$ cat src/rtl/crc32sv_pkg.sv
`timescale 1ns / 1ps
// ----------------------------------------------------------------------------
// crc32sv_pkg
// Shared types, constants and the byte-wide CRC-32 update for the stream
// verifier.
// ----------------------------------------------------------------------------
package crc32sv_pkg;

  localparam logic [31:0] CRC_START    = 32'h5555_5555;
  localparam logic [31:0] CRC_FINALXOR = 32'hFFFF_FFFF;
  localparam logic [31:0] CRC_POLY     = 32'hEDB8_8320;

  // Configuration register indexes
  typedef logic [0:0] cfg_index_t;
  localparam cfg_index_t CFG_VERIFY_MODE   = 1'b0;
  localparam cfg_index_t CFG_REPAIR_ENABLE = 1'b1;

  typedef logic [0:0] cfg_data_t;

  typedef logic [2:0] held_count_t;
  localparam held_count_t WINDOW_FULL = 3'd4;

  // One byte through the reflected CRC, LSB first; unrolls into an XOR net.
  function automatic logic [31:0] crc_byte(input logic [31:0] crc_in,
                                           input logic [7:0]  data);
    logic [31:0] c;
    c = crc_in ^ {24'h0, data};
    for (int k = 0; k < 8; k++) begin
      if (c[0]) begin
        c = (c >> 1) ^ CRC_POLY;
      end else begin
        c = c >> 1;
      end
    end
    return c;
  endfunction

endpackage

$ cat src/rtl/crc32sv_byte_if.sv
`timescale 1ns / 1ps
// ----------------------------------------------------------------------------
// crc32sv_byte_if
// Message byte channel: one byte per word, with an end-of-message flag.
// ----------------------------------------------------------------------------
interface crc32sv_byte_if;
  logic       valid;
  logic       ready;
  logic [7:0] data_byte;
  logic       last_byte;

  modport source (output valid, data_byte, last_byte, input ready);
  modport sink   (input valid, data_byte, last_byte, output ready);
endinterface

$ cat src/rtl/crc32sv_result_if.sv
`timescale 1ns / 1ps
// ----------------------------------------------------------------------------
// crc32sv_result_if
// Result channel: computed CRC and check flags, one word per message.
// ----------------------------------------------------------------------------
interface crc32sv_result_if;
  logic        valid;
  logic        ready;
  logic [31:0] crc_value;
  logic        crc_match;
  logic        repair_needed;
  logic        length_error;

  modport source (output valid, crc_value, crc_match, repair_needed, length_error,
                  input ready);
  modport sink   (input valid, crc_value, crc_match, repair_needed, length_error,
                  output ready);
endinterface

$ cat src/rtl/crc32_stream_verify.sv
`timescale 1ns / 1ps
// The result word is registered: it is valid in the cycle after the last byte is accepted.
// Throughput: one byte per cycle while ready is high; the CRC step is an XOR net.
// A result waiting on the output register only holds off a next last byte;
//   other bytes keep flowing.
// Reset (synchronous, active high): CRC register to its start value, window
//   and fill count cleared, both config bits to 0, output word dropped.
// ----------------------------------------------------------------------------
// crc32_stream_verify
// Streaming reflected CRC-32 with optional check of a trailing stored CRC.
// ----------------------------------------------------------------------------
module crc32_stream_verify (
  input  logic                   clk,
  input  logic                   rst,
  input  logic                   cfg_we,
  input  crc32sv_pkg::cfg_index_t cfg_index,
  input  crc32sv_pkg::cfg_data_t  cfg_data,
  crc32sv_byte_if.sink           byte_in,
  crc32sv_result_if.source       result_out
);
  import crc32sv_pkg::*;

  // Configuration
  logic verify_mode;
  logic repair_enable;

  // Message state
  logic [31:0] crc_reg;
  logic [31:0] window;       // newest byte in bits 31:24
  held_count_t held_count;   // bytes held in the window, 0..4

  // Next-state values
  logic [31:0] crc_next;
  logic [31:0] window_next;
  held_count_t held_count_next;

  // Result register
  logic        res_valid;
  logic [31:0] res_crc;
  logic        res_match;
  logic        res_repair;
  logic        res_lenerr;

  logic        accept;
  logic        window_full;
  logic [31:0] crc_final;
  logic        stored_ok;

  // Take a config write whenever enable is high; the index covers both registers.
  always_ff @(posedge clk) begin
    if (rst) begin
      verify_mode   <= 1'b0;
      repair_enable <= 1'b0;
    end else if (cfg_we) begin
      unique case (cfg_index)
        CFG_VERIFY_MODE:   verify_mode   <= cfg_data[0];
        CFG_REPAIR_ENABLE: repair_enable <= cfg_data[0];
        default: ;
      endcase
    end
  end

  // Only a last byte produces a word, so only it waits on a full output reg.
  assign byte_in.ready = !res_valid || result_out.ready || !byte_in.last_byte;
  assign accept        = byte_in.valid && byte_in.ready;

  // Per-byte update: in verify mode the byte enters the window and the oldest
  // held byte falls into the CRC once the window is full; in plain mode the
  // byte goes straight into the CRC and the window stays as it is.
  always_comb begin
    crc_next        = crc_reg;
    window_next     = window;
    held_count_next = held_count;
    if (verify_mode) begin
      if (held_count[2]) begin
        crc_next = crc_byte(crc_reg, window[7:0]);
      end
      window_next = {byte_in.data_byte, window[31:8]};
      if (!held_count[2]) begin
        held_count_next = held_count + 3'd1;
      end
    end else begin
      crc_next = crc_byte(crc_reg, byte_in.data_byte);
    end
  end

  assign window_full = (held_count_next == WINDOW_FULL);
  assign crc_final   = crc_next ^ CRC_FINALXOR;
  assign stored_ok   = (window_next == crc_final);

  // Advance message state; restart after the last byte.
  always_ff @(posedge clk) begin
    if (rst) begin
      crc_reg    <= CRC_START;
      window     <= '0;
      held_count <= '0;
    end else if (accept) begin
      if (byte_in.last_byte) begin
        crc_reg    <= CRC_START;
        window     <= '0;
        held_count <= '0;
      end else begin
        crc_reg    <= crc_next;
        window     <= window_next;
        held_count <= held_count_next;
      end
    end
  end

  // Output word valid: set on a last byte, drop once taken.
  always_ff @(posedge clk) begin
    if (rst) begin
      res_valid <= 1'b0;
    end else if (accept && byte_in.last_byte) begin
      res_valid <= 1'b1;
    end else if (result_out.ready) begin
      res_valid <= 1'b0;
    end
  end

  // Output payload: mode of the last byte decides which flags apply.
  always_ff @(posedge clk) begin
    if (accept && byte_in.last_byte) begin
      res_crc    <= crc_final;
      res_match  <= verify_mode && window_full && stored_ok;
      res_repair <= verify_mode && window_full && !stored_ok && repair_enable;
      res_lenerr <= verify_mode && !window_full;
    end
  end

  assign result_out.valid         = res_valid;
  assign result_out.crc_value     = res_crc;
  assign result_out.crc_match     = res_match;
  assign result_out.repair_needed = res_repair;
  assign result_out.length_error  = res_lenerr;

endmodule

$ cat src/flat_wrapper.sv
// flat-port wrapper written by rule: the top's interface ports become plain ports
module crc32_stream_verify_flat import crc32sv_pkg::*;
  (clk, rst, cfg_we, cfg_index, cfg_data, byte_in_valid, byte_in_data_byte, byte_in_last_byte, byte_in_ready, result_out_valid, result_out_crc_value, result_out_crc_match, result_out_repair_needed, result_out_length_error, result_out_ready);
  crc32sv_byte_if byte_in_i ();
  crc32sv_result_if result_out_i ();
  input  logic clk;
  input  logic rst;
  input  logic cfg_we;
  input  crc32sv_pkg::cfg_index_t cfg_index;
  input  crc32sv_pkg::cfg_data_t cfg_data;
  input wire logic [$bits(byte_in_i.valid)-1:0] byte_in_valid;
  input wire logic [$bits(byte_in_i.data_byte)-1:0] byte_in_data_byte;
  input wire logic [$bits(byte_in_i.last_byte)-1:0] byte_in_last_byte;
  output wire logic [$bits(byte_in_i.ready)-1:0] byte_in_ready;
  output wire logic [$bits(result_out_i.valid)-1:0] result_out_valid;
  output wire logic [$bits(result_out_i.crc_value)-1:0] result_out_crc_value;
  output wire logic [$bits(result_out_i.crc_match)-1:0] result_out_crc_match;
  output wire logic [$bits(result_out_i.repair_needed)-1:0] result_out_repair_needed;
  output wire logic [$bits(result_out_i.length_error)-1:0] result_out_length_error;
  input wire logic [$bits(result_out_i.ready)-1:0] result_out_ready;
  assign byte_in_i.valid = byte_in_valid;
  assign byte_in_i.data_byte = byte_in_data_byte;
  assign byte_in_i.last_byte = byte_in_last_byte;
  assign byte_in_ready = byte_in_i.ready;
  assign result_out_valid = result_out_i.valid;
  assign result_out_crc_value = result_out_i.crc_value;
  assign result_out_crc_match = result_out_i.crc_match;
  assign result_out_repair_needed = result_out_i.repair_needed;
  assign result_out_length_error = result_out_i.length_error;
  assign result_out_i.ready = result_out_ready;
  crc32_stream_verify u_core (.clk(clk), .rst(rst), .cfg_we(cfg_we), .cfg_index(cfg_index), .cfg_data(cfg_data), .byte_in(byte_in_i), .result_out(result_out_i));
endmodule
$ cat config.mk
export PLATFORM = sky130hd
export DESIGN_NAME = crc32_stream_verify_flat
export DESIGN_NICKNAME = d
export VERILOG_FILES = /design/src/rtl/crc32sv_pkg.sv /design/src/rtl/crc32sv_byte_if.sv /design/src/rtl/crc32sv_result_if.sv /design/src/rtl/crc32_stream_verify.sv /design/src/flat_wrapper.sv
export SDC_FILE = /design/constraint.sdc
export NUM_CORES = 1
export LEC_CHECK = 0
export ABC_AREA = 1
export ABC_CLOCK_PERIOD_IN_PS = 2900
export BUFFER_PORTS_ARGS = -buffer_cell sky130_fd_sc_hd__clkbuf_2
export CAP_MARGIN = 20
export CORE_MARGIN = 3
export CORE_UTILIZATION = 49
export CTS_CLUSTER_SIZE = 12
export DETAILED_ROUTE_END_ITERATION = 16
export PLACE_DENSITY_LB_ADDON = 0.15
export SLEW_MARGIN = 15
export SYNTH_ARGS = -nofsm -noshare
export SYNTH_HDL_FRONTEND = slang
export SYNTH_SLANG_ARGS = --single-unit
$ cat constraint.sdc
create_clock -name clk -period 2.9 [get_ports clk]
set_input_delay 0.29 -clock clk [delete_from_list [all_inputs] [get_ports clk]]
set_output_delay 0.29 -clock clk [all_outputs]
set_load 0.03 [all_outputs]
; ---- Word level (Yosys, flattened, before mapping)
; Index checks and enable logic that the tools add are counted.
[classes]
n_eq_ne = 2
bitwise_logic = 20
n_reduce_logical = 16
n_addsub = 1
mux = 47
[ops]
columns = cell, n
row1 = 2-to-1 mux 32 bit, 42
row2 = NOT 13 -> 14 bit, 16
row3 = bitwise XOR 32 x 8 -> 32 bit, 2
row4 = == test 32 bit, 1
row5 = NOT 32 bit, 1
row6 = 2-to-1 mux 3 bit, 3
row7 = logical AND 1 bit, 7
row8 = zero test 1 bit, 4
row9 = AND reduction 2 bit, 2
row10 = adder 3 x 1 -> 3 bit (second input constant), 1
row11 = == test 3 bit (second input constant), 1
row12 = logical OR 1 bit, 2
row13 = 2-to-1 mux 1 bit, 2
row14 = nonzero test 2 bit, 1
row15 = NOT 1 bit, 1
[totals]
out_inout_bits = 37
ff_bits = 105

; ---- Logic depth before layout (Yosys ltp)
; Gate-level depths: netlist (run 1).
[logic_depth]
word_depth = 38
mapped_depth = 21

; ---- Worst setup path before layout (run 1)
; OpenSTA, ideal clock, no wires.
[synth_path]
kind = flip-flop to flip-flop
from = reg u_core.res_valid, in the netlist u_core.result_out.valid
to = reg u_core.res_valid, in the netlist u_core.result_out.valid
t_arrival_ns = 2.209
path_stages_with_launch = 11
synth_period_minus_slack_ns = 2.328
t_required_ns = 2.781
slack_ns = 0.572
cell_sequence = dfxtp_1 -> inv_1 -> nor2_1 -> nand2_1 -> nand2_1 -> clkbuf_1 -> inv_1 -> nand2_1 -> inv_1 -> o21ai_0 -> inv_1
[synth_between]
elab_chain_len = 6
word_cells_on_any_way = 7
[synth_rtl]
columns = element, line
row1 = start: declaration, crc32_stream_verify.sv:38  ; logic res_valid;
row2 = start signal: assignment, crc32_stream_verify.sv:113  ; res_valid <= 1'b0;
row3 = start signal: assignment, crc32_stream_verify.sv:115  ; res_valid <= 1'b1;
row4 = start signal: assignment, crc32_stream_verify.sv:117  ; res_valid <= 1'b0;
row5 = zero test 1 bit (*), crc32_stream_verify.sv:64  ; assign byte_in.ready = !res_valid || result_out.ready || !byte_in.last_byte;
row6 = logical OR 1 bit (*) (2 in series), crc32_stream_verify.sv:64
row7 = named net byte_in_ready, flat_wrapper.sv:14  ; output wire logic [$bits(byte_in_i.ready)-1:0] byte_in_ready;
row8 = logical AND 1 bit (*), crc32_stream_verify.sv:65  ; assign accept = byte_in.valid && byte_in.ready;
row9 = logical AND 1 bit (*), crc32_stream_verify.sv:114  ; end else if (accept && byte_in.last_byte) begin
row10 = 2-to-1 mux 1 bit or nonzero test 2 bit (tied branches), n/a
; The timed path passes the listed nets; every way through them passes the cells marked *.
; A chain may end at the register's enable or synchronous reset.

; ---- Final worst setup path (run 1)
[layout_path]
from = reg u_core.window[0]
to = reg u_core.res_repair, in the netlist u_core.result_out.repair_needed (data pin)
[layout_between]
elab_chain_len = 35
word_cells_on_any_way = 38
[layout_rtl]
columns = element, line
row1 = start: declaration, crc32_stream_verify.sv:29  ; logic [31:0] window;
row2 = start signal: assignment, crc32_stream_verify.sv:104  ; window <= window_next;
row3 = bitwise XOR 32 x 8 -> 32 bit, crc32sv_pkg.sv:27  ; c = crc_in ^ {24'h0, data};
row4 = 2-to-1 mux 32 bit, crc32sv_pkg.sv:29  ; if (c[0]) begin
row5 = 2-to-1 mux 32 bit, crc32_stream_verify.sv:75  ; if (held_count[2]) begin
row6 = 2-to-1 mux 32 bit, crc32_stream_verify.sv:74  ; if (verify_mode) begin
row7 = 2-to-1 mux 32 bit or NOT 13 -> 14 bit (tied branches), n/a
row8 = 2-to-1 mux 32 bit (on tied branches), "crc32_stream_verify.sv:75, crc32sv_pkg.sv:29"
row9 = 2-to-1 mux 32 bit (on tied branches), "crc32_stream_verify.sv:74, crc32_stream_verify.sv:75"
row10 = NOT 13 -> 14 bit (no source line) or 2-to-1 mux 32 bit (tied branches), n/a
row11 = [18 not listed], n/a
row12 = NOT 13 -> 14 bit (no source line), n/a
row13 = 2-to-1 mux 32 bit, crc32sv_pkg.sv:29
row14 = 2-to-1 mux 32 bit, crc32_stream_verify.sv:75
row15 = 2-to-1 mux 32 bit, crc32_stream_verify.sv:74
row16 = NOT 32 bit (no source line), n/a
row17 = == test 32 bit (*), crc32_stream_verify.sv:89  ; assign stored_ok = (window_next == crc_final);
row18 = zero test 1 bit (*), crc32_stream_verify.sv:126  ; res_repair <= verify_mode && window_full && !stored_ok && repair_enable;
row19 = logical AND 1 bit (*) (2 in series), crc32_stream_verify.sv:126
row20 = end signal: assignment, crc32_stream_verify.sv:126
row21 = end: declaration, crc32_stream_verify.sv:41  ; logic res_repair;
; Every way passes the cells marked *; elsewhere a longest branch is shown, timed or not. The select of a mux whose other input is x is not followed.

==> flow_summary.yaml, run 1 <==
outcome:
  status: "completed"
die:
  initial_core_util: 0.509
  coreArea_sq_mm: 0.0155
  core.rowCount: 45
  fp.dieW_um: 133
  die_h_um: 133
  io_pins: 53
  die_area_sq_mm: 0.0176
layout:
  finalNonFillerCells: 1610
  utilization: 0.568
  insertedDiodeCount: 0
  fin_nets: 1411
  syn_to_final_growth_pct: 11.6
  seq_area_sq_mm: 0.00245
  post-route-cell-area_sq_mm: 0.00879
  fillers: 1595
  multi_input_area_sq_mm: 0.00469
  drive_gt1_frac: 0.143
logic_synthesis:
  synthesis.nets: 1354
  synth_seq_area_share: 0.311
  synth-edff-count: 35
  synth_top_area_frac: 0.294
  yosys.cell_types.count: 33
  yosysTopAreaCell: "nand2_1"
  syn-cell-area_sq_mm: 0.00787
  synthCells: 1337
  ys_ff_latch: 105
  synth-async-reset-ratio: 0
  synth.cells.most_frequent: "nand2_1 (617), inv_1 (128), nand3_1 (126), a21oi_1 (88), dfxtp_1 (70)"
  syn_avg_cell_area_sq_um: 5.89
  ys.flop_type: "dfxtp_1"
  synth_most_common_cell: "nand2_1"
  synth.area.top_cells: "nand2_1 (29%), dfxtp_1 (18%), edfxtp_1 (13%)"
  ys_warn_count: 0
drt:
  via_per_inst: 5.49
  drc: 0
  drtIter0Drc: 1132
  first_pass_iters: 7
  vias: 8837
  wl_per_cell_um: 18.9
  ant_nets: 0
  drt_wl_total_um: 30500
place:
  dpl.cell_count: 1594
  placed_cell_area_sq_mm: 0.00849
  gp_congestion: 1.05
  portBuffers: 52
  dpl.hpwl_um: 23200
  preCtsSetupSlack_ps: 205
critical_path:
  arrival_ps: 2810
  crit_slowest_cell: "dfxtp_1"
  path_max_fanout: 9
  cpLargestDelayFamily: "simple AND/OR/NAND/NOR gates"
  crit_type: "reg2reg"
  r2r.worst_path.cells: 19
  crit_top_cell: "nand2_1"
  critPathRequiredTime_ps: 3010
  cp-end-kind: "flip-flop"
  crit_path_start: "u_core.window[0]"
  startpoint_type: "flip-flop"
  r2r_start: "u_core.window[0]"
  path_cells: "inv_1 > nand2_1 > nand2_2 > nand2_1 > nand2_2 > nand2_1 > nand2_2 > nand2_1 > nand3_1 > nand2_1 > nand2_1 > nor2_1 > nand2_1 > nor2_1 > nand2_1 > nor2_2 > nand2_1 > nor2_1 > nor2_1"
  timing.rr.end: "u_core.result_out.repair_needed"
  cp.buffers_inverters: 1
  slowest_delay_ps: 400
  rrSetupSlack_ps: 210
timing:
  fin_ws_ps: 206
  finalSetupViolCount: 0
  slew_headroom: 0.425
  clock.fmax_mhz: 371
  hold_violations: 0
  timing.hold.ws_ps: 181
  tightestPinTransition_ps: 862
  fin_worst_skew_ps: 9.75
  fin_crit_sh: 0.929
  slew_viol_final: 0
  min_period_ps: 2690
  rsz0062_at_grt: "no"
  setup-tns-final_ps: 0
run:
  cap_violations: 0
clocking:
  clkLatencyLatePin_ps: 360
  numCtsBuffers: 9
  cts_max_path_buffers: 2
  cts_tree: "yes"
  cts_setup_buffers: 0
  cts_max_level: 3
  cts_hold_buf: 0
  cts-root-buf: "clkbuf_16"
  clk_pin_slew_worst_paths_ps: 80
  cts.sinks: 105
  cts_resized: 0
global_route:
  grt_pass1_vias: 7890
  antenna_found_initial: 0
  grt_pass1_wl_um: 46100
  overflow: 0
  grt_usage: 0.343
  grt_max_degree: 83
hold_path:
  min_from: "cfg_data"
  min_path_cells: 3
  hp-class: "in2reg"
  hold-path-endpoint: "u_core.repair_enable"
pwr:
  ir_drop_mv: 0.332
  finalPower_mw: 4.80
  powerDensity_mw_per_mm2: 547
  power_leakage_nw: 4.47
-- placed cells by master, fill, tap and decap left out, types with 6 or more instances in the layout --
cell and count:
dfxtp_1 68, o21ai_0 60, xor2_1 14, nand4_1 14, nand3b_1 7, inv_1 127
or2_2 16, nor2_1 33, inv_2 14, nand3_1 126, clkbuf_16 9, edfxtp_1 35
nand2_1 614, nand2_2 49, clkbuf_2 52, buf_4 36, nand2_4 6, a21oi_1 88
-- worst min-delay path: stages --
cell and delay, ps:
clkbuf_2 90, nand3_1 60, a21oi_1 60
-- kinds of logic (layout without fill, tap and decap cells) --
family / after synthesis / after routing / share of synthesized area
buf+inv: 186 / 248 / 0.0949
mux: 1 / 1 / 0.00127
compound gates: 153 / 153 / 0.0987
xor+xnor: 15 / 15 / 0.0167
flops: 105 / 105 / 0.311
simple gates: 876 / 876 / 0.475
fa+ha+maj: 1 / 1 / 0.00159
-- metal layers --
metal,vias up,part of all wire,track usage
li1,4327,-,-
met2,471,0.43,0.513
met4,0,0.039,0.132
met5,-,0,0
met3,68,0.11,0.0848
met1,3971,0.43,0.476
-- power breakdown --
group          leakage (nW)  internal (mW)  switching [mW]  total [mW]
clock                 0.143          0.625           0.613        1.24
sequential            0.900           1.64          0.0855        1.73
combinational          3.42          0.533            1.31        1.84
total                  4.47           2.80            2.01        4.80
-- area by class of cell --
class,count,area share
multi-input cells,1046,0.534
flip-flops and latches,105,0.279
repair buffers,89,0.0627
inverters,143,0.0614
well taps,211,0.0300
clock buffers,11,0.0276
clock inverters,5,0.00527
-- worst max path at each step --
| stage | endpoint | slack (ps) | cells past startpoint |
|---|---|---|---|
| floorplan | u_core.result_out.valid | 570 | 10 |
| global placement | u_core.result_out.repair_needed | 200 | 19 |
| detailed placement | u_core.result_out.repair_needed | 210 | 19 |
| CTS | u_core.result_out.repair_needed | 190 | 19 |
| global route | u_core.result_out.repair_needed | 30 | 19 |
| finish | u_core.result_out.repair_needed | 210 | 19 |
(Power assumes the default switching activity.)
==> run 2: changes to the inputs <==
--- a/config.mk
+++ b/config.mk
@@ -13,7 +13,8 @@
 export CORE_UTILIZATION = 49
 export CTS_CLUSTER_SIZE = 12
 export DETAILED_ROUTE_END_ITERATION = 16
-export PLACE_DENSITY_LB_ADDON = 0.15
+export PLACE_DENSITY = 0.68
+export RECOVER_POWER = 100
 export SLEW_MARGIN = 15
 export SYNTH_ARGS = -nofsm -noshare
 export SYNTH_HDL_FRONTEND = slang
==> flow_summary.yaml, run 2 (same netlist as run 1, synthesis figures left out) <==
die:
  initial_core_util: 0.509
  die_h_um: 133
  core.rowCount: 45
  fp.dieW_um: 133
  io_pins: 53
  coreArea_sq_mm: 0.0155
  die_area_sq_mm: 0.0176
clocking:
  cts_max_level: 3
  cts_tree: "yes"
  cts_max_path_buffers: 2
  clkLatencyLatePin_ps: 380
  cts_setup_buffers: 0
  clk_pin_slew_worst_paths_ps: 80
  cts-root-buf: "clkbuf_16"
  numCtsBuffers: 9
  cts.sinks: 105
outcome:
  status: "completed"
drt:
  via_per_inst: 5.46
  drtIter0Drc: 953
  wl_per_cell_um: 18.6
  vias: 8782
  wl_met1_um: 12900
  drt_wl_total_um: 29900
  first_pass_iters: 6
  dr_wl_met2_um: 13100
  wl_met3_um: 3130
  ant_nets: 0
  drc: 0
  top_layer: "met4"
layout:
  final_common_cell: "nand2_1"
  finalNonFillerCells: 1608
  insertedDiodeCount: 0
  mostFrequentLayoutCells: "nand2_1 (617), inv_1 (128), nand3_1 (128)"
  drive_gt1_frac: 0.110
  fin_nets: 1409
  syn_to_final_growth_pct: 10.9
  utilization: 0.564
critical_path:
  path_max_fanout: 6
  path_cells: "inv_2 > nand2_1 > nand2_1 > nand2_1 > nand2_1 > inv_2 > nand2_2 > nand2_2 > xor2_1 > nand2_1 > nand3_1 > nand2_1 > nand2_1 > nand2_1 > nor2_1 > nand2_1 > nor2_1 > nor2_1"
  endpoint: "u_core.result_out.repair_needed"
  cp-end-kind: "flip-flop"
  arrival_ps: 2850
  critPathRequiredTime_ps: 3040
  r2r_start: "u_core.crc_reg[5]"
  rrSetupSlack_ps: 190
  slowest_delay_ps: 440
  startpoint_type: "flip-flop"
  r2r.worst_path.cells: 18
  crit_top_cell: "nand2_1"
  crit_type: "reg2reg"
  timing.rr.end: "u_core.result_out.repair_needed"
  crit_path_start: "u_core.crc_reg[5]"
  crit_slowest_cell: "dfxtp_1"
timing:
  rsz0062_at_grt: "no"
  fin_crit_sh: 0.935
  timing.hold.ws_ps: 153
  slew_headroom: 0.182
  setup-tns-final_ps: 0
  tightestPinTransition_ps: 1230
  fin_worst_skew_ps: 12.0
  hold_violations: 0
  slew_viol_final: 0
  clock.fmax_mhz: 369
  min_period_ps: 2710
  finalSetupViolCount: 0
pwr:
  ir_drop_mv: 0.390
  powerDensity_mw_per_mm2: 549
  power_leakage_nw: 4.34
place:
  portBuffers: 52
  gp_congestion: 1.03
  dpl.hpwl_um: 22900
  dpl.cell_count: 1592
global_route:
  grt_pass1_vias: 7767
  grt_pass1_wl_um: 45100
  antenna_found_initial: 0
  grt_max_degree: 53
  overflow: 0
  grt_usage: 0.337
run:
  cap_violations: 0
hold_path:
  hp-class: "in2reg"
-- run 2: repair_timing --
action | CTS | global route
hold buffers | 0 | 0
resized for setup | 0 | 11
setup endpoints to repair | 0 | 2
-- run 2: where the power goes --
part	switching, mW	leakage [nW]	total (mW)	internal, mW
Combinational	1.28	3.29	1.78	0.500
Clock	0.633	0.152	1.29	0.660
Sequential	0.0837	0.901	1.72	1.64
Total	2.00	4.34	4.80	2.80
-- run 2: layout make-up --
| cell class | instances | area [sq um] |
|---|---|---|
| repair buffers | 87 | 467 |
| fillers | 1614 | 6750 |
| multi-input cells | 1046 | 4700 |
| inverters | 143 | 539 |
| clock buffers | 11 | 254 |
| flip-flops and latches | 105 | 2460 |
| clock inverters | 5 | 56.3 |
| well taps | 211 | 264 |
-- run 2: critical path: cells and delay by family (launching register included) --
family / cells / cell delay [ps]
buffers and inverters: 2 / 220
xor gates and xnor gates: 1 / 170
DFF: 1 / 440
and+or+nand+nor: 15 / 1640
-- run 2: how the worst min path moves through the flow --
stage | endpoint | depth (start not counted) | startpoint
finish | u_core.repair_enable | 3 | cfg_data
global route | u_core.repair_enable | 3 | cfg_data
CTS | u_core.repair_enable | 3 | cfg_data
detailed placement | u_core.repair_enable | 2 | u_core.repair_enable
global placement | u_core.repair_enable | 2 | u_core.repair_enable
floorplan | u_core.repair_enable | 2 | u_core.repair_enable
-- run 2: layer usage --
layer / GRT usage / vias up
met2: 0.511 / 411
met1: 0.470 / 3977
met4: 0.118 / 0
li1: - / 4330
met5: 0 / -
met3: 0.0814 / 64
-- run 2: through the flow --
stage	cell area [sq um]	setup WS [ps]	power [mW]
after detailed placement	8480	109	3.50
after global routing	8730	3.05	5.04
after global placement	8480	127	3.50
final	8730	189	4.80
after floorplan	7870	572	2.95
after CTS	8790	125	4.79
